File: src/hw/rtl/tga_pkg.sv
// Shared types and constants for the Targa run-length row encoder.
package tga_pkg;

    localparam int CNT_W   = 8;
    localparam int PIX_W   = 32;
    localparam int Q_DEPTH = 4;
    localparam int Q_AW    = 2;
    localparam logic [7:0] RUN_FLAG = 8'h80;

    typedef struct packed {
        logic [7:0]       hdr;
        logic [CNT_W-1:0] n_ram;
        logic             bank;
        logic             tail;
        logic [PIX_W-1:0] tail_pix;
        logic             eor;
    } cmd_t;

    typedef struct packed {
        logic valid;
        logic bank;
    } rel_t;

endpackage

File: src/hw/rtl/tga_back.sv
// Packet writer: turns packet commands into output words of up to four pixels.
module tga_back import tga_pkg::*; #(
    parameter int MAX_PACKET = 128
) (
    input  logic                        aclk,
    input  logic                        aresetn,
    input  logic                        q_valid,
    input  cmd_t                        q_cmd,
    output logic                        pop,
    output logic                        ram_re,
    output logic [$clog2(MAX_PACKET):0] ram_raddr,
    input  logic [PIX_W-1:0]            ram_rdata,
    output rel_t                        rel,
    output logic                        m_tvalid,
    input  logic                        m_tready,
    output logic [143:0]                m_tdata,
    output logic                        m_tlast,
    output logic [1:0]                  m_tuser
);

    localparam int AW = $clog2(MAX_PACKET);
    localparam logic [1:0] ST_IDLE  = 2'd0;
    localparam logic [1:0] ST_FETCH = 2'd1;
    localparam logic [1:0] ST_WAIT  = 2'd2;
    localparam logic [1:0] ST_EMIT  = 2'd3;

    logic [1:0]       st_reg, st_next;
    cmd_t             cmd_reg, cmd_next;
    logic [CNT_W:0]   pos_reg, pos_next;
    logic [1:0]       slot_reg, slot_next;
    logic [PIX_W-1:0] wd_reg [4];
    logic [PIX_W-1:0] wd_next [4];
    logic             first_reg, first_next;
    logic             ov_reg, ov_next;
    logic             ohv_reg, ohv_next;
    logic [7:0]       ohdr_reg, ohdr_next;
    logic [2:0]       ocnt_reg, ocnt_next;
    logic [PIX_W-1:0] ow_reg [4];
    logic [PIX_W-1:0] ow_next [4];
    logic             oeop_reg, oeop_next;
    logic             oeor_reg, oeor_next;
    logic [CNT_W:0]   ntot;
    logic [CNT_W:0]   pos1;
    logic             eop;

    assign ntot = {1'b0, cmd_reg.n_ram} + (CNT_W + 1)'(cmd_reg.tail);
    assign pos1 = pos_reg + 1'b1;
    assign eop  = pos_reg == ntot;

    always_comb begin
        st_next    = st_reg;
        cmd_next   = cmd_reg;
        pos_next   = pos_reg;
        slot_next  = slot_reg;
        wd_next    = wd_reg;
        first_next = first_reg;
        ov_next    = ov_reg;
        ohv_next   = ohv_reg;
        ohdr_next  = ohdr_reg;
        ocnt_next  = ocnt_reg;
        ow_next    = ow_reg;
        oeop_next  = oeop_reg;
        oeor_next  = oeor_reg;
        pop        = 1'b0;
        ram_re     = 1'b0;
        ram_raddr  = {cmd_reg.bank, pos_reg[AW-1:0]};
        rel        = '0;
        if (ov_reg && m_tready) begin
            ov_next = 1'b0;
        end
        unique case (st_reg)
            ST_IDLE: begin
                if (q_valid) begin
                    pop        = 1'b1;
                    cmd_next   = q_cmd;
                    pos_next   = '0;
                    slot_next  = '0;
                    first_next = 1'b1;
                    wd_next    = '{default: '0};
                    st_next    = ST_FETCH;
                end
            end
            ST_FETCH, ST_WAIT: begin
                if (st_reg == ST_FETCH && pos_reg < {1'b0, cmd_reg.n_ram}) begin
                    ram_re  = 1'b1;
                    st_next = ST_WAIT;
                end else begin
                    wd_next[slot_reg] = (st_reg == ST_WAIT) ? ram_rdata
                                                            : cmd_reg.tail_pix;
                    pos_next = pos1;
                    if (slot_reg == 2'd3 || pos1 == ntot) begin
                        st_next = ST_EMIT;
                    end else begin
                        slot_next = slot_reg + 1'b1;
                        st_next   = ST_FETCH;
                    end
                end
            end
            ST_EMIT: begin
                if (!ov_reg || m_tready) begin
                    ov_next   = 1'b1;
                    ohv_next  = first_reg;
                    ohdr_next = first_reg ? cmd_reg.hdr : 8'h00;
                    ocnt_next = {1'b0, slot_reg} + 3'd1;
                    ow_next   = wd_reg;
                    oeop_next = eop;
                    oeor_next = eop && cmd_reg.eor;
                    if (eop) begin
                        rel.valid = cmd_reg.n_ram != '0;
                        rel.bank  = cmd_reg.bank;
                        st_next   = ST_IDLE;
                    end else begin
                        slot_next  = '0;
                        first_next = 1'b0;
                        wd_next    = '{default: '0};
                        st_next    = ST_FETCH;
                    end
                end
            end
            default: begin
                st_next = ST_IDLE;
            end
        endcase
    end

    always_ff @(posedge aclk) begin
        if (!aresetn) begin
            st_reg <= ST_IDLE;
            ov_reg <= 1'b0;
        end else begin
            st_reg <= st_next;
            ov_reg <= ov_next;
        end
        cmd_reg   <= cmd_next;
        pos_reg   <= pos_next;
        slot_reg  <= slot_next;
        wd_reg    <= wd_next;
        first_reg <= first_next;
        ohv_reg   <= ohv_next;
        ohdr_reg  <= ohdr_next;
        ocnt_reg  <= ocnt_next;
        ow_reg    <= ow_next;
        oeop_reg  <= oeop_next;
        oeor_reg  <= oeor_next;
    end

    assign m_tvalid = ov_reg;
    assign m_tdata  = {5'd0, ow_reg[3], ow_reg[2], ow_reg[1], ow_reg[0], ocnt_reg, ohdr_reg};
    assign m_tlast  = oeop_reg;
    assign m_tuser  = {oeor_reg, ohv_reg};

    a_eor_eop: assert property (@(posedge aclk) disable iff (!aresetn)
        ov_reg && oeor_reg |-> oeop_reg)
        else $error("Row end outside a packet end.");
    a_cnt: assert property (@(posedge aclk) disable iff (!aresetn)
        ov_reg |-> (ocnt_reg != 3'd0 && ocnt_reg <= 3'd4))
        else $error("Pixel count out of range.");
    a_run: assert property (@(posedge aclk) disable iff (!aresetn)
        ov_reg && ohv_reg && ohdr_reg[7] |-> (ocnt_reg == 3'd1 && oeop_reg))
        else $error("Run packet with more than one word.");

endmodule

File: config.mk
export PLATFORM = sky130hd
export DESIGN_NAME = tga_back
export DESIGN_NICKNAME = d
export VERILOG_FILES = /design/src/hw/rtl/tga_pkg.sv /design/src/hw/rtl/tga_back.sv
export SDC_FILE = /design/constraint.sdc
export NUM_CORES = 1
export LEC_CHECK = 0
export ABC_AREA = 1
export BUFFER_PORTS_ARGS = -buffer_cell sky130_fd_sc_hd__buf_2
export CORE_AREA = 5 5 163 165
export CTS_BUF_LIST = sky130_fd_sc_hd__clkbuf_8
export DETAILED_ROUTE_END_ITERATION = 6
export DIE_AREA = 0 0 168 170
export PLACE_DENSITY = 0.81
export SYNTH_ARGS = -nofsm -noshare
export SYNTH_HDL_FRONTEND = slang
export SYNTH_SLANG_ARGS = --single-unit
File: constraint.sdc
create_clock -name aclk -period 10.2 [get_ports aclk]
set_clock_uncertainty 0.1 [all_clocks]
set_input_delay 2.55 -clock aclk [delete_from_list [all_inputs] [get_ports aclk]]
set_output_delay 2.55 -clock aclk [all_outputs]
set_load 0.05 [all_outputs]
==> Yosys cells after proc, flatten, opt, wreduce, memory -nomap -nowiden <==
Index checks and enable logic that the tools add are counted.
{ "word_totals": {"output_inout_bits": 160, "ff_bits": 336} }
{ "op_classes": {"order_cmp": 3, "n_reduce_logical": 19, "n_mux": 38, "n_eq_ne": 11, "bitwise": 1, "add_sub_neg": 4} }
{ "op_table": {"columns": ["op", "n"], "rows": [
  ["$mux W128", 4],
  ["$pmux W128 S3", 1],
  ["$bwmux W128", 1],
  ["$demux W32 S2", 1],
  ["$mux W32", 2],
  ["$mux W2", 12],
  ["$eq A9 B9 Y1", 2],
  ["$mux W9", 2],
  ["$pmux W9 S2", 1],
  ["$pmux W2 S3", 2],
  ["$mux W1", 11],
  ["$ne A2 B2 Y1 const B", 5],
  ["$add A8 B1 Y9", 1],
  ["$add A9 B1 Y9 const B", 1],
  ["$lt A9 B8 Y1", 1],
  ["$reduce_and A4 Y1", 2],
  ["$reduce_bool A8 Y1", 1],
  ["$eq A2 B2 Y1 const B", 3],
  ["$reduce_and A2 Y1", 3],
  ["$reduce_and A5 Y1", 1],
  ["$logic_and A1 B1 Y1", 4],
  ["$reduce_bool A2 Y1", 2],
  ["$add A2 B1 Y3 const B", 1],
  ["$ge A3 B3 Y1 const B", 1],
  ["10 further kinds", 11]
]} }

==> Longest topological paths before layout <==
{ "logic_depth": {"ltp_word": 8, "mapped_depth": 15, "ltp_nobuf": 15} }

==> Least setup slack after synthesis <==
No wires, ideal clock.
{ "synth_timing": {"path_type": "input to register", "start": "in m_tready", "end": "reg ow_reg (netlist bit m_tdata[100]) (enable)", "setup_time_ns": 0.648, "n_path_buf": 0, "t_arrival_ns": 8.547, "t_required_ns": 9.452, "stages": 2, "slack_ns": 0.904, "cell_sequence": "nor2_1 nor2_1"} }
{ "synth_between": {"elab_chain_cells": 2} }
{ "synth_rtl": {"columns": ["item", "line", "rtl"], "rows": [
  ["start, declared", "tga_back.sv:15", "input logic m_tready,"],
  ["$logic_or A1 B1 Y1", "tga_back.sv:100", "if (!ov_reg || m_tready) begin"],
  ["$reduce_and A2 Y1 (no source line)", null, null],
  ["end signal, assigned", "tga_back.sv:142", "ow_reg <= ow_next;"],
  ["end, declared", "tga_back.sv:38", "logic [PIX_W-1:0] ow_reg [4];"]
]} }
Every way passes these cells.
A chain may end at the register's enable or synchronous reset.

==> flow_summary.yaml <==
grt:
  antenna_found_initial: 0
  grt_remaining_overflow: 0
  gr-usage-met3_pct: 4.67
  grt_pass1_vias: 9224
  grtUsageTotal_pct: 22.0
  grt_pass1_wl_um: 49800
  grt_max_degree: 87
  top_usage_layer: "met2"
  use_met1_pct: 29.5
  globalRouteMet2Util_pct: 37.5
cells_and_area:
  multiInputGateArea_mm2: 0.00315
  nets: 1568
  fin_util_pct: 66.3
  diodes: 0
  syn2layout_area_growth_pct: 16.6
  fill_cells: 1840
  drive_gt1_share_pct: 24.5
  layout_commonest_cell: "edfxtp_1"
  final_cell_mix: "edfxtp_1, nor2_1, buf_2, inv_1, o21ai_0"
  ff_latch_area_mm2: 0.0101
sta:
  finalCritPeriodShare_pct: 59.3
  rsz0062_at_grt: "no"
  period_minus_slack_ns: 6.05
  final-setup-viol-count: 0
  fin_tns_setup_ns: 0
  drv_slew: 0
  max_freq_mhz: 165
  finalHoldViolations: 0
  worst_pin_slew_ns: 1.19
  slew_headroom_pct: 20.9
logic_synthesis:
  syn_inst: 1220
  yosys.area_share.simple_pct: 12.0
  synthDistinctLibCells: 31
  avgSynthCellArea_um2: 11.6
  synthMuxAreaShare_pct: 2.55
  synth.cell_area_mm2: 0.0142
  synth-compound-area-share_pct: 5.41
  synth_xor_area_share_pct: 0.247
  synth_top_family_by_area: "simple AND/OR/NAND/NOR gates"
  synthTopCellsByArea: "edfxtp_1, nor2_1, inv_1, o21ai_0, nand2_1"
  yosysSeqAreaShare_pct: 71.1
  yosys.area.top_type: "edfxtp_1"
  ys_ff_latch: 336
  synth_fa_ha_area_share_pct: 1.68
  synth.top_cell.area_share_pct: 70.6
  ys_warn_count: 0
worst_setup_path:
  cp_common_cell: "buf_2"
  critPathRequiredTime_ns: 7.55
  worst_path_largest_cell_delay_ns: 0.23
  cp_data_arrival_time_ns: 3.40
  start_kind: "input pin"
  end_kind: "primary output"
  path_delay_family: "buffers and inverters"
  cp_num_buf_inv: 3
  path_class: "in2out"
  critPathLaunch: "m_tready"
  slowest_stage: "buf_2"
  critical_path_peak_fanout: 3
  path_cells: "buf_2 > nor2_1 > inv_1 > nand3_2 > a21oi_2 > buf_2"
  r2r-start: "cmd_reg[35]"
status:
  outcome: "completed"
power:
  power_per_cell_area_mw_per_mm2: 211
  power.leakage_nw: 7.50
  intPower_mw: 2.45
  p_seq_share_pct: 53.8
  switchingPower_mw: 1.04
  switching_share_pct: 29.8
  p_clk_share_pct: 28.8
  ir_drop_mv: 0.168
  combPwrFrac_pct: 17.4
cts:
  cts_tree: "built"
  clk_latency_ns: 0.56
  clockBufferDepth: 3
  cts.sinks: 336
  post_cts_buffers: 0
  clk_pin_slew_ns: 0.06
  post_cts_resized: 0
  postCtsHoldBufs: 0
  cts-root-buf: "clkbuf_8"
  htreeDepth: 2
  cts_buffers: 51
floorplan:
  die_area_mm2: 0.0286
  io_pins: 247
  start_util_pct: 56.9
  die_w_um: 168
  dieHeight_um: 170
  core_area_mm2: 0.0249
  rows: 58
placement:
  io_buffers: 241
  finalWeightedCongestion: 0.817
  dp_hpwl_um: 20700
detailed_routing:
  drt_iter0_drc: 903
  ant_nets: 0
  wl_per_cell_um: 17.5
  post-route-drc-count: 0
  vias_per_cell: 5.17
  via_count: 9472
  drt_first_pass_iters: 5
  drt_wl_total_um: 32100
run:
  maxCapViolCount: 0
min_path:
  min-delay-start: "wd_reg[19]"
  hp-class: "reg2reg"
-- per-stage QoR --
| step | area [µm²] | hold slack (ns) | power, mW | setup WS [ns] | cells |
|---|---|---|---|---|---|
| after global placement | 15600 | 0.329 | 2.47 | 4.18 | 1739 |
| after floorplan | 14200 | 0.324 | 2.32 | 0.904 | 1224 |
| after detailed placement | 15600 | 0.333 | 2.51 | 4.16 | 1739 |
| final | 16500 | 0.345 | 3.48 | 4.15 | 1833 |
| after CTS | 16500 | 0.346 | 3.50 | 4.16 | 1833 |
| after global routing | 16500 | 0.353 | 3.67 | 4.07 | 1833 |
-- synthesized netlist by cell type --
cell / n
edfxtp_1: 333
nor2_1: 298
inv_1: 183
o21ai_0: 133
nand2_1: 97
clkbuf_1: 46
mux2_2: 32
ha_1: 19
nand3_1: 19
buf_4: 15
a21oi_1: 10
dfxtp_1: 3
nand2_2: 3
nand3_2: 3
nand4_1: 3
xor2_1: 3
buf_1: 2
inv_2: 2
nor2_2: 2
nor3_2: 2
nor4_1: 2
a211oi_1: 1
a21oi_2: 1
buf_2: 1
conb_1: 1
nor2_4: 1
o21a_1: 1
o21ai_2: 1
o21bai_2: 1
o22ai_1: 1
xnor2_1: 1
-- power groups by stage --
stage	clock network [mW]	logic [mW]	registers [mW]
detailed placement	0	0.608	1.90
global route	1.09	0.689	1.89
finish	1.00	0.608	1.87
global placement	0	0.588	1.88
floorplan	0	0.440	1.88
CTS	1.02	0.612	1.87
-- per-layer routing --
layer	vias to the layer above	wire length, µm
met5	-	0
met4	0	612
met3	59	2960
met2	450	15800
met1	4451	12800
li1	4512	-
-- final timing paths --
path | depth (start not counted) | to | slack, ns
hold reg to reg | 0 | m_tdata[126] | 0.35
hold / removal | 0 | m_tdata[126] | 0.35
setup reg to reg | 14 | wd_reg[39] | 6.91
setup / recovery | 6 | rel[1] | 4.15
-- kinds of logic (layout without fill, tap and decap cells) --
kind of cell    Yosys count  in the layout
buf+inv                 249            528
xor+xnor                  4              4
compound gates          149            149
flops                   336            336
other cells               1              5
fa+ha+maj                19             19
mux                      32             32
simple gates            430            430
-- final cells by class --
type,instances,area share [%]
flip-flops and latches,336,61.0
multi-input cells,639,19.1
clock inverters,42,1.22
clock buffers,52,4.34
inverters,185,4.22
repair buffers,249,7.67
well taps,330,2.50
(Power assumes the default switching activity.)
