[src/hw/rtl/tga_pkg.sv]
// Shared types and constants for the Targa run-length row encoder.
package tga_pkg;

    localparam int CNT_W   = 8;
    localparam int PIX_W   = 32;
    localparam int Q_DEPTH = 4;
    localparam int Q_AW    = 2;
    localparam logic [7:0] RUN_FLAG = 8'h80;

    typedef struct packed {
        logic [7:0]       hdr;
        logic [CNT_W-1:0] n_ram;
        logic             bank;
        logic             tail;
        logic [PIX_W-1:0] tail_pix;
        logic             eor;
    } cmd_t;

    typedef struct packed {
        logic valid;
        logic bank;
    } rel_t;

endpackage

[src/hw/rtl/tga_front.sv]
// Pixel classifier: accepts pixels, forms packets, fills the raw pixel store.
module tga_front import tga_pkg::*; #(
    parameter int MAX_PACKET = 128
) (
    input  logic                          aclk,
    input  logic                          aresetn,
    input  logic                          s_tvalid,
    output logic                          s_tready,
    input  logic [31:0]                   s_tdata,
    input  logic                          s_tlast,
    input  logic                          cfg_wr_en,
    input  logic [2:0]                    cfg_wr_data,
    input  logic                          room2,
    input  rel_t                          rel,
    output logic                          push0,
    output logic                          push1,
    output cmd_t                          cmd0,
    output cmd_t                          cmd1,
    output logic                          ram_we,
    output logic [$clog2(MAX_PACKET):0]   ram_waddr,
    output logic [PIX_W-1:0]              ram_wdata
);

    localparam int AW = $clog2(MAX_PACKET);
    localparam logic [CNT_W-1:0] MAXC = CNT_W'(MAX_PACKET);
    localparam logic [1:0] MODE_IDLE = 2'd0;
    localparam logic [1:0] MODE_ONE  = 2'd1;
    localparam logic [1:0] MODE_RUN  = 2'd2;
    localparam logic [1:0] MODE_RAW  = 2'd3;

    logic [1:0]       mode_reg, mode_next;
    logic [PIX_W-1:0] look_reg, look_next;
    logic [PIX_W-1:0] runp_reg, runp_next;
    logic [CNT_W-1:0] runc_reg, runc_next;
    logic [CNT_W-1:0] rawc_reg, rawc_next;
    logic             bank_reg, bank_next;
    logic [1:0]       busy_reg, busy_next;
    logic [2:0]       bpp_reg;
    logic [PIX_W-1:0] pix;
    logic             fire;
    logic [1:0]       n;

    function automatic cmd_t mk_run(logic [CNT_W-1:0] c, logic [PIX_W-1:0] px);
        cmd_t x;
        x.hdr      = RUN_FLAG | {1'b0, 7'(c - 1'b1)};
        x.n_ram    = '0;
        x.bank     = 1'b0;
        x.tail     = 1'b1;
        x.tail_pix = px;
        x.eor      = 1'b0;
        return x;
    endfunction

    function automatic cmd_t mk_raw(logic [CNT_W-1:0] c, logic b, logic t,
                                    logic [PIX_W-1:0] px);
        cmd_t x;
        x.hdr      = {1'b0, 7'(c + CNT_W'(t) - 1'b1)};
        x.n_ram    = c;
        x.bank     = b;
        x.tail     = t;
        x.tail_pix = px;
        x.eor      = 1'b0;
        return x;
    endfunction

    assign s_tready = room2 && !busy_reg[bank_reg];
    assign fire     = s_tvalid && s_tready;
    assign pix      = {(bpp_reg > 3'd3) ? s_tdata[31:24] : 8'h00,
                       s_tdata[7:0], s_tdata[15:8], s_tdata[23:16]};

    always_comb begin
        cmd_t x;
        x         = '0;
        mode_next = mode_reg;
        look_next = look_reg;
        runp_next = runp_reg;
        runc_next = runc_reg;
        rawc_next = rawc_reg;
        bank_next = bank_reg;
        busy_next = busy_reg;
        if (rel.valid) begin
            busy_next[rel.bank] = 1'b0;
        end
        n         = 2'd0;
        cmd0      = '0;
        cmd1      = '0;
        ram_we    = 1'b0;
        ram_waddr = {bank_reg, rawc_reg[AW-1:0]};
        ram_wdata = look_reg;
        if (fire) begin
            unique case (mode_reg)
                MODE_IDLE: begin
                    look_next = pix;
                    mode_next = MODE_ONE;
                end
                MODE_ONE: begin
                    if (look_reg == pix) begin
                        runp_next = look_reg;
                        runc_next = CNT_W'(2);
                        mode_next = MODE_RUN;
                        if (runc_next >= MAXC) begin
                            x = mk_run(runc_next, runp_next);
                            if (n == 2'd0) cmd0 = x; else cmd1 = x;
                            n = n + 2'd1;
                            runc_next = '0;
                            mode_next = MODE_IDLE;
                        end
                    end else begin
                        ram_we    = 1'b1;
                        ram_waddr = {bank_reg, {AW{1'b0}}};
                        rawc_next = CNT_W'(1);
                        look_next = pix;
                        mode_next = MODE_RAW;
                    end
                end
                MODE_RUN: begin
                    if (pix == runp_reg) begin
                        runc_next = runc_reg + 1'b1;
                        if (runc_next >= MAXC) begin
                            x = mk_run(runc_next, runp_reg);
                            if (n == 2'd0) cmd0 = x; else cmd1 = x;
                            n = n + 2'd1;
                            runc_next = '0;
                            mode_next = MODE_IDLE;
                        end
                    end else begin
                        x = mk_run(runc_reg, runp_reg);
                        if (n == 2'd0) cmd0 = x; else cmd1 = x;
                        n = n + 2'd1;
                        runc_next = '0;
                        look_next = pix;
                        mode_next = MODE_ONE;
                    end
                end
                MODE_RAW: begin
                    if (look_reg == pix) begin
                        x = mk_raw(rawc_reg, bank_reg, 1'b0, look_reg);
                        if (n == 2'd0) cmd0 = x; else cmd1 = x;
                        n = n + 2'd1;
                        busy_next[bank_reg] = 1'b1;
                        bank_next = !bank_reg;
                        rawc_next = '0;
                        runp_next = look_reg;
                        runc_next = CNT_W'(2);
                        mode_next = MODE_RUN;
                        if (runc_next >= MAXC) begin
                            x = mk_run(runc_next, runp_next);
                            if (n == 2'd0) cmd0 = x; else cmd1 = x;
                            n = n + 2'd1;
                            runc_next = '0;
                            mode_next = MODE_IDLE;
                        end
                    end else begin
                        ram_we    = 1'b1;
                        rawc_next = rawc_reg + 1'b1;
                        look_next = pix;
                        if (rawc_next >= MAXC) begin
                            x = mk_raw(rawc_next, bank_reg, 1'b0, look_reg);
                            if (n == 2'd0) cmd0 = x; else cmd1 = x;
                            n = n + 2'd1;
                            busy_next[bank_reg] = 1'b1;
                            bank_next = !bank_reg;
                            rawc_next = '0;
                            mode_next = MODE_ONE;
                        end
                    end
                end
                default: begin
                    mode_next = MODE_IDLE;
                end
            endcase
            if (s_tlast) begin
                unique case (mode_next)
                    MODE_ONE: begin
                        x = mk_raw('0, bank_next, 1'b1, look_next);
                        if (n == 2'd0) cmd0 = x; else cmd1 = x;
                        n = n + 2'd1;
                    end
                    MODE_RUN: begin
                        x = mk_run(runc_next, runp_next);
                        if (n == 2'd0) cmd0 = x; else cmd1 = x;
                        n = n + 2'd1;
                    end
                    MODE_RAW: begin
                        x = mk_raw(rawc_next, bank_next, 1'b1, look_next);
                        if (n == 2'd0) cmd0 = x; else cmd1 = x;
                        n = n + 2'd1;
                        busy_next[bank_next] = 1'b1;
                        bank_next = !bank_next;
                    end
                    default: begin
                    end
                endcase
                if (n == 2'd2) begin
                    cmd1.eor = 1'b1;
                end else begin
                    cmd0.eor = 1'b1;
                end
                mode_next = MODE_IDLE;
                rawc_next = '0;
                runc_next = '0;
            end
        end
        push0 = n != 2'd0;
        push1 = n == 2'd2;
    end

    always_ff @(posedge aclk) begin
        if (!aresetn) begin
            mode_reg <= MODE_IDLE;
            look_reg <= '0;
            runp_reg <= '0;
            runc_reg <= '0;
            rawc_reg <= '0;
            bank_reg <= 1'b0;
            busy_reg <= '0;
            bpp_reg  <= 3'd4;
        end else begin
            mode_reg <= mode_next;
            look_reg <= look_next;
            runp_reg <= runp_next;
            runc_reg <= runc_next;
            rawc_reg <= rawc_next;
            bank_reg <= bank_next;
            busy_reg <= busy_next;
            if (cfg_wr_en) begin
                bpp_reg <= cfg_wr_data;
            end
        end
    end

endmodule

[config.mk]
export PLATFORM = sky130hd
export DESIGN_NAME = tga_front
export DESIGN_NICKNAME = d
export VERILOG_FILES = /design/src/hw/rtl/tga_pkg.sv /design/src/hw/rtl/tga_front.sv
export SDC_FILE = /design/constraint.sdc
export NUM_CORES = 1
export LEC_CHECK = 0
export CORE_MARGIN = 3
export CORE_UTILIZATION = 66
export DETAILED_ROUTE_END_ITERATION = 8
export DONT_BUFFER_PORTS = 1
export PLACE_DENSITY = 0.82
export SLEW_MARGIN = 40
export SYNTH_ARGS = -nofsm -noshare
export SYNTH_HDL_FRONTEND = slang
export SYNTH_SLANG_ARGS = --single-unit
[constraint.sdc]
create_clock -name aclk -period 8.84 [get_ports aclk]
set_input_delay 2.652 -clock aclk [delete_from_list [all_inputs] [get_ports aclk]]
set_output_delay 2.652 -clock aclk [all_outputs]
set_load 0.02 [all_outputs]
Word-level counts from Yosys, hierarchy flattened
Index checks and enable logic that the tools add are counted.
{ "op_classes": {"eq_ne": 10, "muxes": 84, "n_lt_le_gt_ge": 9, "n_bitwise": 4, "add_sub_neg": 10, "n_reduce_logical": 13} }
{ "ops": {"columns": ["op", "count"], "rows": [
  ["51-bit 2-to-1 mux", 10],
  ["51-bit one-hot mux with 3 select lines", 2],
  ["50-bit 2-to-1 mux", 3],
  ["32-bit 2-to-1 mux", 4],
  ["51-bit one-hot mux with 2 select lines", 1],
  ["32-bit one-hot mux with 3 select lines", 1],
  ["8-bit 2-to-1 mux", 11],
  ["32-bit equality test", 2],
  ["2-bit 2-to-1 mux", 21],
  ["7-bit by 1-bit subtractor with 7-bit output (second input constant)", 6],
  ["35-bit 2-to-1 mux", 1],
  ["8-bit one-hot mux with 2 select lines", 2],
  ["7-bit 2-to-1 mux", 3],
  ["1-bit 2-to-1 mux", 20],
  ["8-bit by 1-bit adder with 8-bit output (second input constant)", 2],
  ["8-bit >= comparator (second input constant)", 2],
  ["2-bit equality test (second input constant)", 6],
  ["2-bit one-hot mux with 4 select lines", 1],
  ["7-bit by 1-bit adder with 7-bit output (second input constant)", 1],
  ["1-bit by 2-bit less-than comparator with 1-bit output (second input constant)", 3],
  ["1-bit logical AND", 5],
  ["2-bit by 1-bit equality test with 1-bit output (second input constant)", 2],
  ["2-bit logical NOT", 2],
  ["2-bit bitwise OR", 2],
  ["11 further kinds", 17]
]} }
{ "word_totals": {"word_cells": 138, "regBits": 88, "inputBits": 43} }

Depth between registers and ports, before layout
{ "depth": {"ltp_word": 16, "ltp_mapped": 17} }

Worst setup path after synthesis
OpenSTA, ideal clock, no wires.
{ "synth_path": {"path_kind": "in2out", "from": "input port s_tdata[30]", "to": "output port cmd0[47] (netlist bit)", "stages": 16, "required_time_ns": 6.188, "n_path_buf": 3, "path_slack_ns": 0.612, "arrival_time_ns": 5.576, "cell_sequence": "clkbuf_1 nor2b_1 o311a_1 nor3_1 nand4_1 buf_6 buf_6 or2_2 o21ai_0 inv_1 ha_1 nor4b_4 nand2_2 xnor2_1 o211a_1 a311oi_2"} }
{ "synth_lines": {"columns": ["element", "line", "text"], "rows": [
  ["start: declaration", "tga_front.sv:9", "input logic [31:0] s_tdata,"],
  ["end: declaration", "tga_front.sv:17", "output cmd_t cmd0,"]
]} }

==> impl_metrics.ini <==
[pwr]
p_per_area_mw_per_mm2 = 117
combPwrFrac_pct = 12.9
p_sw_share_pct = 29.1
pwr-share-seq_pct = 43.2
worst_ir_drop_vdd_uv = 115
switching_power_of_the_nets_w = 0.000285
power.share.clock_pct = 43.8
power.static_leakage_nw = 2.99
p_int_w = 0.000695

[placed_design]
pre_cts_ws_ns = 0.445
buffer_ports.inserted = 0
placed_cells = 1281
gp_congestion = 0.967
place_hpwl_um = 18200

[worst_setup_path]
critical_path_arrival_ns = 5.82
crit_start = s_tdata[7]
regToRegSetupSlack_ns = 4.93
endpoint_kind = output pin
critical_path.startpoint_type = input port
regToRegStartpoint = ram_wdata[0]
worst-r2r-cell-count = 11
crit-reg2reg-capture = ram_wdata[24]
cp_data_required_time_ns = 6.19
path_class = in2out
highest_net_fanout_along_the_worst_path = 8
crit_end = cmd0[49]

[floorplanning]
fp-row-count = 38
top_level_ports = 189
start_util_pct = 69.0
dieWidth_um = 114
floorplan.core_area_mm2 = 0.0111
die-area_mm2 = 0.0130
die_y_um = 114

[routing]
drt_pre_antenna_iters = 9
drt-total-wl_um = 26500
drt-vias-per-instance = 6.87
vias = 8909
detail-route-antenna-nets = 0
drt_first_iter_violations = 1784
route.detailed.drc = 4
routed_wirelength_normalized_by_instance_count_um = 20.5

[clocking]
cts_buffers = 9
resized_gates_after_cts = 0
cts-htree-levels = 3
cts_tree = done
cts.clk_slew.worst_paths_ns = 0.07
clk-insertion-delay-late_ns = 0.36
tritoncts_num_sinks = 86
postCtsSetupBuffers = 0
clockBufferDepth = 2
postCtsHoldBufs = 0
cts-root-buf = sky130_fd_sc_hd__clkbuf_16

[finish]
mostFrequentLayoutCell = sky130_fd_sc_hd__nand2_1
final_net_count = 1203
antenna_cells_inserted = 0
area.growth.synth_to_final_pct = 9.34
multiInputGateArea_mm2 = 0.00544
layoutNonFillerInstCount = 1296
layout-drive-gt1-share_pct = 12.7
fillers = 919
most-common-layout-cells = sky130_fd_sc_hd__nand2_1, sky130_fd_sc_hd__nor2_1, sky130_fd_sc_hd__a21oi_1
seq_area_mm2 = 0.00172

[yosys]
synthesis.area_mm2 = 0.00768
postSynth.topFlopCell = sky130_fd_sc_hd__dfxtp_1
post_synth_num_cell_types = 80
synth.top_cells.by_area = sky130_fd_sc_hd__dfxtp_1, sky130_fd_sc_hd__nand2_1, sky130_fd_sc_hd__nor2_1, sky130_fd_sc_hd__a21oi_1, sky130_fd_sc_hd__xnor2_1
ys_ff_latch = 86
syn-mean-instance-area_um2 = 6.68
ys_seq_area_share_pct = 22.4
syn-instance-count = 1149
asyncSetResetFlopFracSynth_pct = 0
post_synth_edffs = 0
number_of_warnings_printed_during_yosys_synthesis = 0
synthDominantAreaCellType = sky130_fd_sc_hd__dfxtp_1
synthDominantCellAreaShare_pct = 22.4

[timing]
sum_of_negative_setup_slack_ns = 0
period_minus_slack_ns = 8.47
setup_slack_ns = 0.369
max_freq_ghz = 0.118
grt_setup_unrepaired = false
slew_headroom_pct = 43.0
timing.hold.ws_ns = 0.468
setup_viol = 0
worstMarginPinSlew_ns = 0.833
drv_slew = 0
timing.clock.skew_ns = 0.00840
final_hold_viol_count = 0
final_min_period_over_clock_period_pct = 95.8

[global_route]
first_pass_grt_wire_length_um = 41900
grt.overflow.total = 0
globalRouteTotalUtil_pct = 40.0
number_of_global_route_vias_before_repair = 7960
grt_start_max_net_pins = 83
antenna_found_initial = 0

[flow_run]
max_capacitance_violation_count = 0

[run_status]
violations = DRC
status = finished with violations

[hold_path]
worst_hold_path_type = reg2reg
==> cell families (layout without fill, tap and decap cells) <==
group / count (synthesis) / in the layout / synth area share (%)
other cells: 1 / 10 / 0.0488
compound gates: 301 / 301 / 26.2
simple gates: 537 / 537 / 31.5
buf+inv: 125 / 123 / 7.63
xor+xnor: 75 / 75 / 8.85
mux: 16 / 16 / 2.10
fa+ha+maj: 8 / 8 / 1.30
flops: 86 / 86 / 22.4
==> power by group through the flow <==
stage	clock [W]	sequential [W]	combinational, W
6_report	0.000430	0.000424	0.000127
5_1_grt	0.000440	0.000425	0.000136
4_1_cts	0.000427	0.000423	0.000123
3_5_place_dp	0	0.000432	0.000122
3_3_place_gp	0	0.000431	0.000120
2_1_floorplan	0	0.000424	0.000103
==> cell type report <==
type / count / share of cell area [%]
clock buffer: 10 / 2.85
inverter: 21 / 0.969
multi-input combinational: 947 / 64.8
sequential: 86 / 20.5
clock inverter: 5 / 0.984
timing repair buffer: 87 / 7.82
tap: 140 / 2.09
==> worst min path at each step <==
| stage | slack (ns) | from | depth (start not counted) | to |
|---|---|---|---|---|
| floorplan | 0.45 | runc_reg[7] | 2 | runc_reg[7] |
| global placement | 0.46 | runc_reg[7] | 2 | runc_reg[7] |
| detailed placement | 0.46 | runc_reg[7] | 2 | runc_reg[7] |
| CTS | 0.47 | runc_reg[7] | 2 | runc_reg[7] |
| global route | 0.50 | runc_reg[7] | 2 | runc_reg[7] |
| finish | 0.47 | runc_reg[7] | 2 | runc_reg[7] |
==> critical path: stages <==
cell                        delay (ns)
sky130_fd_sc_hd__xnor2_1          0.28
sky130_fd_sc_hd__o2111ai_1        0.18
sky130_fd_sc_hd__nor4_2           0.44
sky130_fd_sc_hd__and4_1           0.32
sky130_fd_sc_hd__nor2_1           0.18
sky130_fd_sc_hd__nand2_1          0.12
sky130_fd_sc_hd__o21ai_0          0.14
sky130_fd_sc_hd__inv_1            0.10
sky130_fd_sc_hd__ha_1             0.17
sky130_fd_sc_hd__nor4b_4          0.28
sky130_fd_sc_hd__nand3_1          0.18
sky130_fd_sc_hd__xnor2_2          0.27
sky130_fd_sc_hd__o211ai_1         0.13
sky130_fd_sc_hd__a32o_1           0.38
==> synth_stat cells (all sizes together), types with 3 or more instances <==
cell type / count
o21ai: 45
o2111ai: 6
dfxtp: 86
a21boi: 7
a31oi: 11
nand2b: 8
nor2b: 12
buf: 50
nand4b: 3
nor4: 8
a221oi: 5
a22oi: 38
or2: 10
inv: 21
and2: 10
nor2: 154
nand2: 244
and3: 11
nor3: 16
a2bb2oi: 3
o221ai: 8
clkbuf: 54
a222oi: 21
or4: 3
or3: 5
o31ai: 3
nand4: 10
a311oi: 4
ha: 8
mux2i: 15
xor2: 10
o31a: 3
a211oi: 10
o22ai: 6
o211ai: 3
xnor2: 65
nand3: 34
a21oi: 111
==> per-stage QoR <==
stage / instance area, um2 / total power, W / util (%)
finish: 8400 / 0.000980 / 75.5
global route: 8400 / 0.00100 / 75.5
CTS: 8390 / 0.000973 / 75.4
detailed placement: 8070 / 0.000554 / 72.5
global placement: 8050 / 0.000551 / 72.4
floorplan: 7710 / 0.000526 / -
==> per-layer routing <==
metal | vias to the layer above | track usage [%] | wire [um]
li1 | 4025 | - | -
met1 | 4039 | 55.9 | 10100
met2 | 757 | 57.2 | 11200
met3 | 88 | 12.9 | 4410
met4 | 0 | 15.1 | 829
met5 | - | 0 | 0
Power figures use the tool's default switching activity.
