--- config.mk ---
export PLATFORM = sky130hd
export DESIGN_NAME = tga_cmd_fifo
export DESIGN_NICKNAME = d
export VERILOG_FILES = /design/src/hw/rtl/tga_pkg.sv /design/src/hw/rtl/tga_cmd_fifo.sv
export SDC_FILE = /design/constraint.sdc
export NUM_CORES = 1
export LEC_CHECK = 0
export BUFFER_PORTS_ARGS = -buffer_cell sky130_fd_sc_hd__buf_4
export CAP_MARGIN = 20
export CORE_MARGIN = 2
export CORE_UTILIZATION = 51
export DETAILED_ROUTE_END_ITERATION = 12
export GPL_ROUTABILITY_DRIVEN = 0
export PLACE_DENSITY = 0.87
export SLEW_MARGIN = 25
export SYNTH_ARGS = -nofsm -noshare
export SYNTH_HDL_FRONTEND = slang
export SYNTH_SLANG_ARGS = --single-unit
--- constraint.sdc ---
create_clock -name aclk -period 2.65 [get_ports aclk]
set_clock_uncertainty 0.05 [all_clocks]
set_input_delay 0.6625 -clock aclk [delete_from_list [all_inputs] [get_ports aclk]]
set_output_delay 0.6625 -clock aclk [all_outputs]
set_load 0.1 [all_outputs]
--- src/hw/rtl/tga_pkg.sv ---
// Shared types and constants for the Targa run-length row encoder.
package tga_pkg;

    localparam int CNT_W   = 8;
    localparam int PIX_W   = 32;
    localparam int Q_DEPTH = 4;
    localparam int Q_AW    = 2;
    localparam logic [7:0] RUN_FLAG = 8'h80;

    typedef struct packed {
        logic [7:0]       hdr;
        logic [CNT_W-1:0] n_ram;
        logic             bank;
        logic             tail;
        logic [PIX_W-1:0] tail_pix;
        logic             eor;
    } cmd_t;

    typedef struct packed {
        logic valid;
        logic bank;
    } rel_t;

endpackage

--- src/hw/rtl/tga_cmd_fifo.sv ---
// Packet command queue between the classifier and the packet writer.
module tga_cmd_fifo import tga_pkg::*; (
    input  logic aclk,
    input  logic aresetn,
    input  logic push0,
    input  logic push1,
    input  cmd_t cmd0,
    input  cmd_t cmd1,
    output logic room2,
    output logic q_valid,
    output cmd_t q_cmd,
    input  logic pop
);

    cmd_t            mem_reg [Q_DEPTH];
    logic [Q_AW-1:0] wp_reg, wp_next, rp_reg, rp_next;
    logic [Q_AW:0]   cnt_reg, cnt_next;
    logic [Q_AW-1:0] wp1;

    assign wp1 = wp_reg + 1'b1;

    always_comb begin
        wp_next  = wp_reg;
        rp_next  = rp_reg;
        cnt_next = cnt_reg;
        if (push0 && push1) begin
            wp_next  = wp_reg + 2'd2;
            cnt_next = cnt_next + 2'd2;
        end else if (push0) begin
            wp_next  = wp1;
            cnt_next = cnt_next + 1'b1;
        end
        if (pop) begin
            rp_next  = rp_reg + 1'b1;
            cnt_next = cnt_next - 1'b1;
        end
    end

    always_ff @(posedge aclk) begin
        if (!aresetn) begin
            wp_reg  <= '0;
            rp_reg  <= '0;
            cnt_reg <= '0;
        end else begin
            wp_reg  <= wp_next;
            rp_reg  <= rp_next;
            cnt_reg <= cnt_next;
        end
        if (push0) begin
            mem_reg[wp_reg] <= cmd0;
        end
        if (push0 && push1) begin
            mem_reg[wp1] <= cmd1;
        end
    end

    assign room2   = cnt_reg <= (Q_AW + 1)'(Q_DEPTH - 2);
    assign q_valid = cnt_reg != '0;
    assign q_cmd   = mem_reg[rp_reg];

endmodule

Word-level counts from Yosys, hierarchy flattened --
Memory sizes are Yosys's and may differ from the RTL's. A register that Yosys moved wholly into a read port is not among the register bits. Index checks and enable logic that the tools add are counted.
Word-level totals: bits in registers 7, memory bits (writable) 204, bits of input ports 107, output and inout bits 53, word-level logic and storage cells 25, memories kept 1
Memory list:
- mem_reg | depth 4, width 51, read ports 1, clocked after memory_dff 1, wr ports 2, line tga_cmd_fifo.sv:15 | cmd_t mem_reg [Q_DEPTH];
Cells by class: add/subtract/negate cells 6, $lt $le $gt $ge 1, mux-type cells 11, reductions and logical operators 3
Operators by type and width (count):
- 3-bit 2-to-1 mux | 3
- 2-bit 2-to-1 mux | 4
- 2-bit by 1-bit adder with 2-bit output (second input constant) | 2
- 1-bit 2-to-1 mux | 4
- 3-bit by 1-bit adder with 3-bit output (second input constant) | 1
- 3-bit by 2-bit adder with 3-bit output (second input constant) | 1
- 3-bit by 2-bit less-or-equal comparator with 1-bit output (second input constant) | 1
- 3-bit nonzero test | 1
- 3-bit by 1-bit subtractor with 3-bit output (second input constant) | 1
- 2-bit adder (second input constant) | 1
- 2-bit nonzero test | 1
- 1-bit logical AND | 1

Longest topological paths before layout --
Gate-level depths: netlist of the first run.
depth after elaboration 5, depth in mapped cells 8, mapped depth without buffers 8

Worst setup path after synthesis of the first run --
No wires, ideal clock.
path type input to register, start input port push0, end memory mem_reg[0][0] (netlist name), enable pin, library setup time 410 ps, arrival time 2252 ps, required time 2190 ps, slack -62 ps, stages 4, path buffers 2, cells stage by stage buf_4 > nand3_2 > buf_2 > nand2_1
RTL lines:
- from (decl) | line tga_cmd_fifo.sv:5 | input logic push0,
- to (decl) | line tga_cmd_fifo.sv:15

==> results of run 1 <==
==> metrics by stage <==
stage | setup WS, ns | hold slack (ns) | util (%)
finish | -0.00589 | 0.389 | 65.2
CTS | -0.0626 | 0.370 | 64.5
global route | -0.0585 | 0.380 | 65.2
floorplan | 0.427 | 0.468 | -
detailed placement | 0.362 | 0.525 | 59.7
global placement | 0.370 | 0.486 | 59.7
==> cell type report <==
class                           instances  share of cell area, %
Sequential cell                       213                   47.4
Multi-Input combinational cell        311                   30.7
Timing Repair Buffer                  189                   13.7
Clock buffer                           27                   4.44
Tap cell                              270                   2.54
Clock inverter                         14                   1.07
Inverter                                6                  0.169
==> cell families after synthesis <==
logic type,synth area share (%)
mux,34.1
fa+ha+maj,1.17
simple gates,1.85
buf+inv,2.89
xor+xnor,0.539
flops,59.0
compound gates,0.468
==> final timing paths <==
kind	startpoint	slack, ns	cells after the start	end
worst min-delay path	aresetn	0.39	2	rp_reg[0]$_SDFFE_PN0P_
worst max-delay path	flip-flop	-0.006	4	q_cmd[18]
worst min register to register	wp_reg[1]$_SDFFE_PN0P_	0.54	2	wp_reg[1]$_SDFFE_PN0P_
worst max register to register	wp_reg[1]$_SDFFE_PN0P_	0.59	5	mem_reg[1][30]$_DFFE_PP_
==> metal layers <==
metal  part of all wire (%)  GRT usage (%)  vias to the layer above
li1                       -              -                     2634
met1                     40           28.3                     3063
met2                     52           37.5                      230
met3                    5.8           2.78                       42
met4                    2.5           7.14                        0
met5                      0              0                        -
==> cell usage after synthesis <==
library cell	instances	area, sq um
xnor2_1	3	26.3
buf_4	6	45.0
and2b_1	1	7.51
nand3_1	1	5.00
nand2_1	17	63.8
clkbuf_2	1	5.00
mux2_4	49	736
xor2_1	1	8.76
a31oi_1	1	6.26
a21o_1	1	7.51
inv_1	6	22.5
mux2i_1	1	10.0
or2_2	1	6.26
mux2_2	155	1750
nand4b_1	1	8.76
nand3_4	3	52.6
mux4_2	51	1150
o21ai_0	2	10.0
xnor3_1	1	22.5
nand3_2	1	10.0
clkbuf_1	3	11.3
buf_6	16	180
dfxtp_1	9	180
a21oi_1	2	10.0
o21a_1	1	7.51
edfxtp_1	204	6130
o221ai_1	1	8.76
buf_2	9	45.0
nor2b_1	2	12.5
and2_1	5	31.3
ha_1	10	125
==> power by group through the flow <==
stage / Clock, W / Combinational [W] / Sequential, W
global placement: 0 / 0.00234 / 0.00410
CTS: 0.00319 / 0.00253 / 0.00404
floorplan: 0 / 0.00181 / 0.00408
detailed placement: 0 / 0.00238 / 0.00412
global route: 0.00331 / 0.00268 / 0.00406
finish: 0.00314 / 0.00258 / 0.00404
==> repair_timing <==
| item | 4_1_cts | 5_1_grt |
|---|---|---|
| pin swaps | 0 | 0 |
| setup endpoints to repair | 44 | 45 |
| gates resized for setup | 45 | 17 |
| hold buffers | 0 | 0 |
| cloned | 2 | 2 |
| buffers inserted | 3 | 4 |
==> run_results.csv, run 1 <==
group,metric,value,unit
route,drt_iter0_markers,363,
global_routing,grt_pass1_vias,6463,
pwr,ir_drop,0.420,mV
finish,largest_register_ffs,204,
logic_synthesis,synthesis.area,10700,sq um
global_routing,grt_pass1_wl,36400,um
global_routing,grt_max_degree,47,
floorplan,core,20400,sq um
critical_path,startpoint_type,"flip-flop",
finish,regArea,6310,sq um
critical_path,slowest_stage,"mux4_2",
finish,antenna_cells_inserted,0,
pwr,pwr-share-clk,32.2,%
logic_synthesis,ys_seq_area_share,59.0,%
critical_path,worstPathRequired,1.94,ns
timing,rsz0062_at_grt,"true",
timing,final.setup.tns,-0.0132,ns
pwr,comb_power_share,26.5,%
outcome,failed_checks,"negative setup slack",
placed_design,placed_area,12200,sq um
route,drcViolationCount,0,
pwr,p_sw_share,30.6,%
finish,final_cell_mix,"edfxtp_1, mux2_2, buf_4",
pwr,power,0.00976,W
placed_design,io_buffers,159,
finish,multi_input_area,4080,sq um
critical_path,critical_path.cell_chain,"buf_4 -> buf_16 -> mux4_2 -> buf_6",
floorplan,ios,160,
clock_tree,clock_path_buffers,3,
min_path,min_path_type,"input pin to flip-flop",
finish,area_growth,24.6,%
route,vias,5969,
timing,period_share,100,%
logic_synthesis,syn_nets,682,
floorplan,die_w,149,um
timing,fmax,377,MHz
critical_path,cp_top_family,"multiplexers",
critical_path,path_max_fanout,12,
logic_synthesis,ys.warnings.count,0,
timing,relSlewSlack,63.5,%
placed_design,dp.cells,978,
pwr,switchingPower,0.00298,W
finish,mostFrequentLayoutCell,"edfxtp_1",
logic_synthesis,synth.distinct_cells,31,
finish,final_net_count,861,
timing,layout_min_cycle_time,2.66,ns
floorplan,start_util,52.3,%
route,drt-vias-per-instance,5.80,
clock_tree,cts.sinks,213,
timing,finalSetupViolCount,4,
floorplan,die-area,22100,sq um
logic_synthesis,avgSynthCellArea,18.9,sq um
floorplan,rows,52,
route,routed_wl,24200,um
clock_tree,numCtsBuffers,23,
critical_path,slowest_delay,0.53,ns
logic_synthesis,syn-instance-count,565,
route,antenna_left,0,
timing,worst_slack,-0.00589,ns
pwr,powerDensity,733,nW/um^2
critical_path,critPathKind,"flip-flop to output port",
critical_path,worstPathArrival,1.94,ns
critical_path,endpoint_kind,"output port",
clock_tree,tritoncts,"done",
timing,timing_hold_violations_final,0,
global_routing,antenna_found_initial,0,
clock_tree,cts_root_buf,"clkbuf_16",
route,dr.pass1.iters,4,
logic_synthesis,ys_ff_latch,213,
finish,fillers,1342,
finish,final_cell_area,13300,sq um
finish,finalNonFillerCells,1030,
clock_tree,htreeDepth,1,
job,cap_viol_max_count,0,
clock_tree,path_clk_slew,0.06,ns
pwr,intPower,0.00678,W
timing,slew_viol_final,0,
clock_tree,clkLatencyLatePin,0.50,ns
finish,drive_gt1_share,63.9,%
pwr,pwr-share-seq,41.4,%
global_routing,grt_use_total,21.6,%
placed_design,hpwlAfterDp,14600,um
global_routing,overflow,0,
floorplan,die_h,149,um
critical_path,path_buf_inv,3,
timing,tightest_slew,0.547,ns
outcome,status,"finished, violations left",
route,wire_per_inst,23.5,um
pwr,p_leak,5.01,nW
Note: power is estimated with default switching activity, not from simulation.
==> run 2: changes to the inputs <==
--- a/config.mk
+++ b/config.mk
@@ -8,10 +8,11 @@
 export BUFFER_PORTS_ARGS = -buffer_cell sky130_fd_sc_hd__buf_4
 export CAP_MARGIN = 20
 export CORE_MARGIN = 2
-export CORE_UTILIZATION = 51
+export CORE_UTILIZATION = 40
 export DETAILED_ROUTE_END_ITERATION = 12
 export GPL_ROUTABILITY_DRIVEN = 0
-export PLACE_DENSITY = 0.87
+export PLACE_DENSITY = 0.74
+export SKIP_CTS_REPAIR_TIMING = 1
 export SLEW_MARGIN = 25
 export SYNTH_ARGS = -nofsm -noshare
 export SYNTH_HDL_FRONTEND = slang
==> run 2 against run 1 <==
Net effect: the flow finishes with violations (design-rule violations); sequential power barely moved; final cell count rose by 6.8%; global-route usage fell by 4.9 points; flip-flop and latch count did not move; utilization fell by 14 points; wire length fell by 1.2%; die area rose by 27%; clock power barely moved; via count fell by 2.8%; non-clock buffer count did not move; register-to-register slack improved by 0.11 ns.
==> run_results.csv, run 2 (same netlist as run 1, synthesis figures left out) <==
group,metric,value,unit
clock_tree,clkLatencyLatePin,0.51,ns
finish,finalNonFillerCells,1100,
pwr,powerDensity,726,nW/um^2
route,drt_iter0_markers,351,
timing,fmax,379,MHz
critical_path,regToRegSetupSlack,0.70,ns
pwr,intPower,0.00675,W
timing,final.setup.tns,0,ns
timing,relSlewSlack,76.0,%
critical_path,startpoint_type,"flip-flop",
route,wire_per_inst,21.8,um
floorplan,core,26100,sq um
timing,timing_hold_violations_final,0,
pwr,p_sw_share,30.8,%
timing,period_share,99.5,%
critical_path,endpoint_kind,"output port",
outcome,failed_checks,"design-rule violations",
floorplan,die_h,167,um
critical_path,reg2reg_depth,8,
finish,mostFrequentLayoutCell,"edfxtp_1",
clock_tree,cts.sinks,213,
min_path,min_path_type,"input pin to flip-flop",
global_routing,grt_pass1_wl,36000,um
timing,finalSetupViolCount,0,
critical_path,worstPathRequired,1.94,ns
finish,post-route-util,51.4,%
timing,slew_viol_final,0,
critical_path,timing.rr.end,"cnt_reg[1]$_SDFF_PN0_",
finish,final_net_count,863,
placed_design,dp.cells,1046,
critical_path,critical_path.endpoint,"q_cmd[22]",
floorplan,start_util,40.9,%
global_routing,grt_pass1_vias,6182,
timing,rsz0062_at_grt,"true",
critical_path,r2r_start,"cnt_reg[0]$_SDFF_PN0_",
clock_tree,tritoncts,"done",
finish,drive_gt1_share,63.7,%
critical_path,worstPathArrival,1.92,ns
timing,tightest_slew,0.360,ns
finish,area_growth,25.7,%
route,antenna_left,0,
finish,largest_register_ffs,204,
pwr,switchingPower,0.00301,W
critical_path,critPathKind,"flip-flop to output port",
floorplan,ios,160,
clock_tree,cts_root_buf,"clkbuf_16",
job,cap_viol_max_count,0,
pwr,p_leak,5.02,nW
placed_design,io_buffers,159,
placed_design,hpwlAfterDp,15000,um
outcome,status,"finished, violations left",
route,routed_wl,23900,um
global_routing,grt_use_total,16.7,%
route,dr.pass1.iters,8,
timing,layout_min_cycle_time,2.64,ns
route,vias,5803,
critical_path,path_max_fanout,10,
pwr,pwr-share-seq,41.4,%
route,drt-vias-per-instance,5.28,
global_routing,overflow,0,
global_routing,antenna_found_initial,2,
clock_tree,path_clk_slew,0.06,ns
route,drcViolationCount,7,
floorplan,rows,59,
clock_tree,htreeDepth,1,
clock_tree,clock_path_buffers,3,
pwr,pwr-share-clk,32.3,%
pwr,comb_power_share,26.3,%
clock_tree,numCtsBuffers,25,
floorplan,die_w,167,um
global_routing,grt_max_degree,37,
finish,final_cell_mix,"edfxtp_1, mux2_2, buf_4",
pwr,ir_drop,0.535,mV
floorplan,die-area,28000,sq um
[run 2: cell count changes in the layout (fill, tap and decap cells not counted), moves of 3 or more]
cell and change:
buf_12 +5, buf_16 -3, buf_4 -7, clkbuf_16 +3, clkbuf_1 +4, buf_8 -4
buf_6 +8
[run 2: metrics by stage]
stage / setup slack, ns / power [W] / hold WS, ns / area [sq um]
floorplan: 0.427 / 0.00589 / 0.468 / 10700
global placement: 0.395 / 0.00649 / 0.510 / 12300
detailed placement: 0.401 / 0.00652 / 0.519 / 12300
CTS: -0.151 / 0.00969 / 0.369 / 13100
global route: -0.0534 / 0.0101 / 0.386 / 13400
finish: 0.0139 / 0.00976 / 0.393 / 13400
[run 2: worst min path at each step]
stage / end / startpoint / cells past startpoint
2_1_floorplan: wp_reg[1]$_SDFFE_PN0P_ / wp_reg[1]$_SDFFE_PN0P_ / 2
3_3_place_gp: wp_reg[1]$_SDFFE_PN0P_ / wp_reg[1]$_SDFFE_PN0P_ / 2
3_5_place_dp: wp_reg[1]$_SDFFE_PN0P_ / wp_reg[1]$_SDFFE_PN0P_ / 2
4_1_cts: cnt_reg[1]$_SDFF_PN0_ / aresetn / 3
5_1_grt: cnt_reg[1]$_SDFF_PN0_ / aresetn / 3
6_report: cnt_reg[1]$_SDFF_PN0_ / aresetn / 3
[run 2: layout make-up]
class                      instances  area, sq um
fill                            2159        12700
multi-input combinational        311         4090
antenna                            2         5.00
clock inverter                    10         75.1
inverter                           6         22.5
timing repair buffer             189         1850
tap                              335          419
clock buffer                      34          669
sequential                       213         6310
[run 2: critical path, stage by stage, from the launching register on]
cell     delay, ns
dfxtp_4       0.36
buf_12        0.13
buf_12        0.15
mux4_2        0.57
buf_12        0.19
[run 2: power groups by stage]
stage	combinational (W)	sequential (W)	clock (W)
2_1_floorplan	0.00181	0.00408	0
3_3_place_gp	0.00238	0.00411	0
3_5_place_dp	0.00240	0.00412	0
4_1_cts	0.00241	0.00405	0.00323
5_1_grt	0.00268	0.00406	0.00333
6_report	0.00257	0.00404	0.00316
[run 2: metal layers]
layer / track usage [%] / vias to the layer above / part of all wire [%]
li1: - / 2657 / -
met4: 4.54 / 0 / 2.0
met2: 29.9 / 139 / 53
met3: 2.55 / 35 / 4.1
met1: 21.1 / 2972 / 41
met5: 0 / - / 0
==> run 3: changes to the inputs <==
--- a/config.mk
+++ b/config.mk
@@ -7,11 +7,13 @@
 export LEC_CHECK = 0
 export BUFFER_PORTS_ARGS = -buffer_cell sky130_fd_sc_hd__buf_4
 export CAP_MARGIN = 20
+export CELL_PAD_IN_SITES_DETAIL_PLACEMENT = 1
+export CELL_PAD_IN_SITES_GLOBAL_PLACEMENT = 1
 export CORE_MARGIN = 2
 export CORE_UTILIZATION = 40
 export DETAILED_ROUTE_END_ITERATION = 12
 export GPL_ROUTABILITY_DRIVEN = 0
-export PLACE_DENSITY = 0.74
+export PLACE_DENSITY_LB_ADDON = 0.05
 export SKIP_CTS_REPAIR_TIMING = 1
 export SLEW_MARGIN = 25
 export SYNTH_ARGS = -nofsm -noshare
==> run 3 against run 2 <==
Net effect: the run ends with design-rule violations, negative setup slack left; die area stayed put; first-iteration DRC count is 2.0% lower; sequential power about the same; critical path depth unchanged; critical path type unchanged; worst setup slack worse by 0.041 ns; critical endpoint is now q_cmd[50]; global-route usage up 2.1 points; register-to-register slack worse by 0.12 ns; via count up 2.0%; final cell count grew 0.36%.
==> run_results.csv, run 3 (same netlist as run 1, synthesis figures left out) <==
group,metric,value,unit
outcome,status,"finished, violations left",
outcome,failed_checks,"design-rule violations, negative setup slack",
floorplan,ios,160,
critical_path,regToRegSetupSlack,0.58,ns
floorplan,core,26100,sq um
clock_tree,tritoncts,"done",
placed_design,io_buffers,159,
finish,mostFrequentLayoutCell,"edfxtp_1",
finish,finalNonFillerCells,1104,
finish,area_growth,27.3,%
route,drt-vias-per-instance,5.36,
finish,largest_register_ffs,204,
global_routing,overflow,0,
route,antenna_left,0,
timing,layout_min_cycle_time,2.68,ns
floorplan,die-area,28000,sq um
pwr,power,0.0103,W
clock_tree,numCtsBuffers,25,
clock_tree,clkLatencyLatePin,0.51,ns
floorplan,die_w,167,um
timing,slew_viol_final,0,
route,wire_per_inst,24.0,um
pwr,p_leak,5.11,nW
timing,rsz0062_at_grt,"true",
min_path,min_path_type,"input pin to flip-flop",
critical_path,startpoint_type,"flip-flop",
route,vias,5918,
critical_path,reg2reg_depth,5,
critical_path,worstPathRequired,1.94,ns
timing,relSlewSlack,74.2,%
placed_design,hpwlAfterDp,16900,um
min_path,hold_depth,2,
timing,worst_slack,-0.0271,ns
timing,fmax,374,MHz
critical_path,worstPathArrival,1.96,ns
finish,final_cell_mix,"edfxtp_1, mux2_2, buf_4",
route,drcViolationCount,12,
pwr,ir_drop,0.413,mV
clock_tree,htreeDepth,1,
floorplan,rows,59,
critical_path,path_max_fanout,9,
critical_path,timing.rr.end,"mem_reg[1][9]$_DFFE_PP_",
timing,timing_hold_violations_final,0,
finish,fillers,2411,
clock_tree,clock_path_buffers,3,
pwr,powerDensity,760,nW/um^2
timing,tightest_slew,0.387,ns
floorplan,die_h,167,um
global_routing,grt_max_degree,34,
clock_tree,path_clk_slew,0.06,ns
critical_path,critical_path.endpoint,"q_cmd[50]",
route,routed_wl,26500,um
finish,drive_gt1_share,65.0,%
critical_path,endpoint_kind,"output port",
job,cap_viol_max_count,0,
placed_design,dp.cells,1049,
route,dr.pass1.iters,8,
floorplan,start_util,40.9,%
global_routing,antenna_found_initial,0,
critical_path,r2r_start,"wp_reg[1]$_SDFFE_PN0P_",
timing,finalSetupViolCount,16,
critical_path,critPathKind,"flip-flop to output port",
global_routing,grt_pass1_vias,6674,
finish,antenna_cells_inserted,0,
clock_tree,cts.sinks,213,
global_routing,grt_pass1_wl,40100,um
route,drt_iter0_markers,344,
global_routing,grt_use_total,18.8,%
clock_tree,cts_root_buf,"clkbuf_16",
finish,final_net_count,867,
timing,period_share,101,%
## run 3: layer usage
layer | up-vias | track usage, % | share of wire (%)
met2 | 136 | 33.9 | 51
met5 | - | 0 | 0
met3 | 26 | 4.04 | 5.6
met1 | 3091 | 23.3 | 41
li1 | 2665 | - | -
met4 | 0 | 4.31 | 1.6
## run 3: where the power goes
part	total, W	switching [W]	internal (W)
registers	0.00404	0.0000638	0.00397
logic	0.00261	0.00167	0.000935
clock network	0.00369	0.00138	0.00231
total	0.0103	0.00311	0.00722
## run 3: area by class of cell
type / instances / area (sq um) / area share, %
clock inverters: 18 / 245 / 1.80
repair buffers: 193 / 1880 / 13.8
flip-flops and latches: 213 / 6310 / 46.4
clock buffers: 28 / 637 / 4.68
multi-input cells: 311 / 4090 / 30.1
inverters: 6 / 22.5 / 0.166
well taps: 335 / 419 / 3.08
## run 3: how the worst min path moves through the flow
stage	from	to	slack, ns
4_1_cts	aresetn	cnt_reg[0]$_SDFF_PN0_	0.35
5_1_grt	aresetn	wp_reg[0]$_SDFFE_PN0P_	0.37
3_3_place_gp	wp_reg[1]$_SDFFE_PN0P_	wp_reg[1]$_SDFFE_PN0P_	0.50
6_report	aresetn	cnt_reg[0]$_SDFF_PN0_	0.37
2_1_floorplan	wp_reg[1]$_SDFFE_PN0P_	wp_reg[1]$_SDFFE_PN0P_	0.47
3_5_place_dp	wp_reg[1]$_SDFFE_PN0P_	wp_reg[1]$_SDFFE_PN0P_	0.52
## run 3: metrics by stage
| stage | setup WS [ns] | util [%] | cell area [sq um] | setup TNS, ns | hold WS (ns) |
|---|---|---|---|---|---|
| finish | -0.0271 | 52.0 | 13600 | -0.147 | 0.367 |
| global route | -0.0832 | 52.0 | 13600 | -2.40 | 0.369 |
| CTS | -0.259 | 50.7 | 13300 | -8.28 | 0.352 |
| detailed placement | 0.297 | 47.3 | 12400 | 0 | 0.519 |
| global placement | 0.306 | 47.3 | 12400 | 0 | 0.498 |
| floorplan | 0.427 | - | 10700 | 0 | 0.468 |
## run 3: worst max-delay path: stages, from the launching register on
cell and delay, ns:
dfxtp_4 0.36, buf_12 0.15, buf_12 0.16, mux4_2 0.57, buf_12 0.20
